==> src/rtl/conv3_pkg.sv <==
`timescale 1ns / 1ps
`default_nettype none
// ----------------------------------------------------------------------------
// conv3_pkg
// Shared types and constants of the 3x3 zero padded convolution filter.
// ----------------------------------------------------------------------------
package conv3_pkg;

	// pixel and arithmetic widths
	localparam int PIX_W     = 8;
	localparam int TAP_W     = 5;
	localparam int NUM_TAPS  = 9;
	localparam int GAIN_W    = 16;
	localparam int SUM_W     = 17;
	localparam int PROD_W    = 33;
	localparam int FRAC_BITS = 12;
	localparam logic [PROD_W-1:0] ROUND_HALF = PROD_W'(2048);
	localparam logic [PROD_W-1:0] PIX_MAX    = PROD_W'(255);

	// configuration port
	localparam int CFG_IDX_W  = 3;
	localparam int CFG_DATA_W = 45;
	localparam int GEOM_W     = 11;

	// register indexes
	localparam logic [CFG_IDX_W-1:0] REG_IMAGE_WIDTH  = 3'd0;
	localparam logic [CFG_IDX_W-1:0] REG_IMAGE_HEIGHT = 3'd1;
	localparam logic [CFG_IDX_W-1:0] REG_KERNEL_TAPS  = 3'd2;
	localparam logic [CFG_IDX_W-1:0] REG_GAIN         = 3'd3;

	// register reset values
	localparam logic [GEOM_W-1:0]     RST_IMAGE_WIDTH  = 11'd1024;
	localparam logic [GEOM_W-1:0]     RST_IMAGE_HEIGHT = 11'd1024;
	localparam logic [CFG_DATA_W-1:0] RST_KERNEL_TAPS  = 45'd1048576;
	localparam logic [GAIN_W-1:0]     RST_GAIN         = 16'd4096;

	// controller to datapath commands
	typedef struct packed {
		logic capture;
		logic step;
		logic scale;
		logic load;
	} conv3_cmd_t;

	// datapath to controller status
	typedef struct packed {
		logic produced;
	} conv3_status_t;

endpackage
`default_nettype wire

==> src/rtl/conv3_ctrl.sv <==
`timescale 1ns / 1ps
`default_nettype none
// ----------------------------------------------------------------------------
// conv3_ctrl
// Sequencer of the filter: takes one item, steps it through memory read,
// window arithmetic, gain scaling and the output register.
// ----------------------------------------------------------------------------
module conv3_ctrl
	import conv3_pkg::*;
(
	input  wire logic          clk,
	input  wire logic          arst_n,
	input  wire logic          s_tvalid,
	output logic               s_tready,
	output logic               m_tvalid,
	input  wire logic          m_tready,
	output conv3_cmd_t         cmd,
	input  wire conv3_status_t status
);

	localparam logic [1:0] S_IDLE  = 2'd0;
	localparam logic [1:0] S_MAC   = 2'd1;
	localparam logic [1:0] S_SCALE = 2'd2;
	localparam logic [1:0] S_OUT   = 2'd3;

	logic [1:0] state_q;
	logic [1:0] state_d;
	logic       m_tvalid_q;
	logic       out_free;

	assign out_free = !m_tvalid_q || m_tready;
	assign s_tready = (state_q == S_IDLE);
	assign m_tvalid = m_tvalid_q;

	// commands to the datapath
	always_comb begin
		cmd.capture = (state_q == S_IDLE) && s_tvalid;
		cmd.step    = (state_q == S_MAC);
		cmd.scale   = (state_q == S_SCALE);
		cmd.load    = (state_q == S_OUT) && out_free;
	end

	// next state
	always_comb begin
		state_d = state_q;
		unique case (state_q)
			S_IDLE: begin
				if (s_tvalid) begin
					state_d = S_MAC;
				end
			end
			S_MAC:   state_d = S_SCALE;
			S_SCALE: state_d = S_OUT;
			S_OUT: begin
				if (out_free) begin
					state_d = S_IDLE;
				end
			end
			default: state_d = S_IDLE;
		endcase
	end

	always_ff @(posedge clk or negedge arst_n) begin
		if (!arst_n) begin
			state_q <= S_IDLE;
		end else begin
			state_q <= state_d;
		end
	end

	// output valid: set when an item that produced a result is loaded, cleared when taken
	always_ff @(posedge clk or negedge arst_n) begin
		if (!arst_n) begin
			m_tvalid_q <= 1'b0;
		end else if (cmd.load) begin
			m_tvalid_q <= status.produced;
		end else if (m_tready) begin
			m_tvalid_q <= 1'b0;
		end
	end

endmodule
`default_nettype wire

==> config.mk <==
export PLATFORM = sky130hd
export DESIGN_NAME = conv3_ctrl
export DESIGN_NICKNAME = d
export VERILOG_FILES = /design/src/rtl/conv3_pkg.sv /design/src/rtl/conv3_ctrl.sv
export SDC_FILE = /design/constraint.sdc
export NUM_CORES = 1
export LEC_CHECK = 0
export ABC_CLOCK_PERIOD_IN_PS = 1350
export BUFFER_PORTS_ARGS = -buffer_cell sky130_fd_sc_hd__buf_2
export CAP_MARGIN = 5
export CORE_AREA = 10 10 47 49
export DETAILED_ROUTE_END_ITERATION = 8
export DIE_AREA = 0 0 57 59
export GPL_ROUTABILITY_DRIVEN = 0
export PLACE_DENSITY = 0.48
export SYNTH_ARGS = -nofsm -noshare
export SYNTH_HDL_FRONTEND = slang
export SYNTH_SLANG_ARGS = --single-unit
==> constraint.sdc <==
create_clock -name clk -period 1.35 [get_ports clk]
set_input_delay 0.0675 -clock clk [delete_from_list [all_inputs] [get_ports clk]]
set_output_delay 0.0675 -clock clk [all_outputs]
set_load 0.02 [all_outputs]
Yosys cells after proc, flatten, opt, wreduce, memory -nomap -nowiden
Cells that the tools add are included.

$add $sub $neg: 0. Multipliers: 0. Divide/modulo/power cells: 0. Order comparisons: 0. Equal/unequal tests: 5. Shifts and indexed selects: 0. Muxes and demuxes: 5. Bitwise logic cells: 0. Reductions and logical operators: 7.

Operator list (count): $pmux 2 s4 (1); $eq 2x2->1 const B (2); $mux 2 (2); $ne 2x2->1 const B (2); $eq 2x1->1 const B (1); $logic_and 1x1->1 (2); $logic_not 2->1 (1); $mux 1 (2); $reduce_and 2->1 (1); $reduce_bool 2->1 (1); $logic_not 1->1 (1); $logic_or 1x1->1 (1).

Register bits after elaboration: 3. Latch bits: 0. RAM bits: 0. Bits in read-only memories: 0. Bits of input ports: 5. Output and inout port bits: 6. Logic and storage cells: 19. Memories kept: 0.

Longest topological paths before layout
Word-level depth: 4. Gate-level depth with buffers: 4. Depth with buffers taken out: 4.

Least setup slack after synthesis
No wires, ideal clock.

Kind: flip-flop to flip-flop. Start point: reg state_q[0]. End point: reg state_q[1]. Library setup time: 0.125 ns. Arrival time: 1.223 ns. Data required time: 1.225 ns. Path slack: 0.002 ns. Cell stages (with the launch flop): 5. Path buffers: 0. Period minus slack after synthesis: 1.348 ns. Cell sequence: dfrtp_1 -> ha_1 -> and3b_1 -> a21oi_2 -> mux2_4.

Word-level cells in the longest chain between the ends: 3. Elaborated cells on any way between the ends: 8. Those cells by class: eq/ne: 5; mux: 1; reduce/logical: 2.

RTL lines: from (decl) (RTL line conv3_ctrl.sv:26) `logic [1:0] state_q;`; from (signal assigned) (RTL line conv3_ctrl.sv:67) `state_q <= state_d;`; $eq 2x2->1 / $logic_not 2->1 (equally long branches) (RTL line conv3_ctrl.sv:46) `unique case (state_q)`; $ne 2x2->1 (no source line); $reduce_and 2->1 (no source line).

Several ways; a longest one is shown, not always the timed one. A chain may end at the register's enable or synchronous reset.

Worst setup path after layout
Start point: reg state_q[0]. End point: reg state_q[0].

Same word-level chain as after synthesis.

==> results.md <==
- Remaining DRCs: 0
- Worst min path class: input port to flop
- Mapped Nets: 28
- Rows: 14
- DR pass1 iterations: 2
- All-Layer GR Usage: 3.85%
- Peak supply drop: 0.953 mV
- Total CTS buffers: 3
- Max-slew headroom: 91.7%
- Htree depth: 1
- Delay-heaviest family, CP: flip-flops
- Post-layout min period: 1.38 ns
- # IOs: 11
- Inst Count DP: 48
- Crit-path cells: ha_2 > and3b_2 > buf_4 > o32a_2
- Cell Pwr Density: 2520 nW/um^2
- Leakage power: 0.207 nW
- Initial antenna violation count: 0
- Area grow syn2layout: 81.2%
- Initial Utilization: 14.7%
- Area after DPL: 299 sq um
- CP Max Fanout: 3
- Post-synthesis adder-cell area fraction: 24.2%
- Clk pwr share: 17.1%
- Final period utilization: 102%
- Final Hold Fails: 0
- Drt initial violations: 1
- WHS: 0.0456 ns
- Design area: 374 sq um
- XOR/XNOR share of the synthesized area: 0%
- Global-route wire length before repair: 903 microns
- Most common cell after layout, fill and taps aside: buf_2
- Yosys cell types: 10
- Die W: 57 microns
- Seq cells post-synth: 3
- Clock net sink count: 3
- Slew @ Worst Pin: 0.124 ns
- Fin util: 26.7%
- Required @ worst endpoint: 1.46 ns
- Post-synthesis compound-gate area fraction: 9.70%
- Routed wire length: 631 microns
- DIE AREA: 3360 sq um
- Vias in the first global route: 217
- Worst path slowest cell: dfrtp_1
- Post-synthesis mux area share: 7.27%
- Most frequent cells in the layout: 10 x buf_2, 5 x buf_4, 3 x inv_1, 3 x clkbuf_4, 3 x dfrtp_1
- Simple-gate area share of the yosys netlist: 17.0%
- Die Y: 59 microns
- Status: finished with violations
- Critical path class: flop to flop
- Post-Syn Area per Cell: 10.9 sq um
- Worst-case clock buffer depth: 2
- Syn Std Cell Area: 206 sq um
- Grt ovf: 0
- Cells after Synth: 19
- Crit. End Element: flop
- Fill cell count: 160
- Clock skew: 0.000889 ns
- RSZ-0062 raised after global routing: yes
- CTS clk-pin slew, worst paths: 0.04 ns
- Synth area leader: dfrtp_1
- Crit path DAT: 1.49 ns
- Number of port buffers: 10
- Share of cells above drive strength 1: 61.5%
- Ys Warns: 0
- Sw Share: 41.4%
- Crit path buf inv count: 1
- Logic pwr share: 64.1%
- Failing checks: negative setup slack
- Setup Total Neg Slack: -0.0443 ns
- Root Buffer: clkbuf_4
- Max Clock Freq: 724 MHz
- Final setup fails: 2
- Internal cell power: 552 uW
- Diode count: 0
- Share of power burned in registers: 18.7%
- Largest family of logic cells by synthesized area: adder cells
- Area of the core: 1400 sq um
- FF+latch area: 75.1 sq um
- Max cap viols: 0
- Final ANT Viol Nets: 0
- Skew-Pair Late Insertion Delay: 0.24 ns
- DR vias: 205
- Startpoint Class: flop
- Routed len/inst: 11.5 microns
- Max-slew violation total from the final report: 0
- Avg Vias per Cell: 3.73
- Largest net degree at the start of global routing: 5
- Area of the multi-input gates: 144 sq um
- CTS tree: yes
- Worst path max stage delay: 0.39 ns
- DP HPWL: 458 microns
- Post-synthesis sequential area ratio: 36.4%
- Final-stage net count: 49
- Switching Power: 390 uW
- Top cell type's share of synthesized area: 36.4%
- Non-filler instance count after layout: 55
- Worst setup margin: -0.0313 ns
- Largest cells by area after synthesis: dfrtp_1 36%, ha_1 24%, mux2_4 7.3%, and2_1 6.1%, inv_1 5.5%
registers in the layout, indices dropped and copies added (netlist names):
register	flops
state_q	2
m_tvalid	1
layout make-up:
type,count,share of cell area (%)
timing repair buffer,16,26.1
multi-input combinational,13,38.5
clock buffer,4,7.02
sequential,3,20.1
inverter,3,3.01
tap,16,5.35
synth_stat cells (all sizes together):
library cell,count
mux2,1
dfrtp,3
nand2b,1
o32a,1
nand2,2
and2,2
inv,3
ha,4
and3b,1
a21oi,1
cell families (layout without fill, tap and decap cells):
logic type	after synthesis	after routing
multiplexers	1	1
AO/OA/AOI/OAI	2	2
flip-flops	3	3
AND/OR/NAND/NOR	6	6
adder cells (fa/ha/maj)	4	4
buffers and inverters	3	23
routing by layer:
metal	GRT usage [%]	up-vias	share of wire, %
li1	-	102	-
met1	3.69	90	46
met2	3.57	13	37
met3	5.58	0	17
met4	3.02	0	0
met5	0	-	0
power groups by stage:
| stage | Combinational [mW] | Clock (mW) | Sequential, mW |
|---|---|---|---|
| after floorplan | 0.320 | 0 | 0.188 |
| after detailed placement | 0.516 | 0 | 0.177 |
| final | 0.604 | 0.161 | 0.176 |
| after global placement | 0.518 | 0 | 0.173 |
| after CTS | 0.542 | 0.169 | 0.176 |
| after global routing | 0.652 | 0.178 | 0.182 |
worst paths after layout:
| check | startpoint | endpoint | slack (ns) | depth (start not counted) |
|---|---|---|---|---|
| setup / recovery | state_q[0] | state_q[0] | -0.03 | 4 |
| hold / removal | status | m_tvalid | 0.05 | 3 |
| setup reg to reg | state_q[0] | state_q[0] | -0.03 | 4 |
| hold reg to reg | m_tvalid | m_tvalid | 0.53 | 2 |
| max in group asynchronous | arst_n | m_tvalid | 1.08 | 2 |
| min in group asynchronous | arst_n | state_q[1] | 0.16 | 2 |
tightest hold or removal path, delay by kind of cell:
kind | cells | cell delay, ns
buffers and inverters | 1 | 0.08
and+or+nand+nor | 2 | 0.10
timing repair:
action | in CTS | in global routing
hold buffers | 1 | 0
hold endpoints to repair | 3 | 0
pin swaps | 2 | 1
setup endpoints to repair | 1 | 3
setup buffers | 2 | 0
resized for setup | 2 | 3
stage by stage:
stage,power (mW),worst slack [ns]
after floorplan,0.508,0.00176
final,0.942,-0.0313
after global routing,1.01,-0.0539
after CTS,0.888,-0.0306
after detailed placement,0.692,-0.0343
after global placement,0.691,-0.0248
Power figures use the tool's default switching activity.
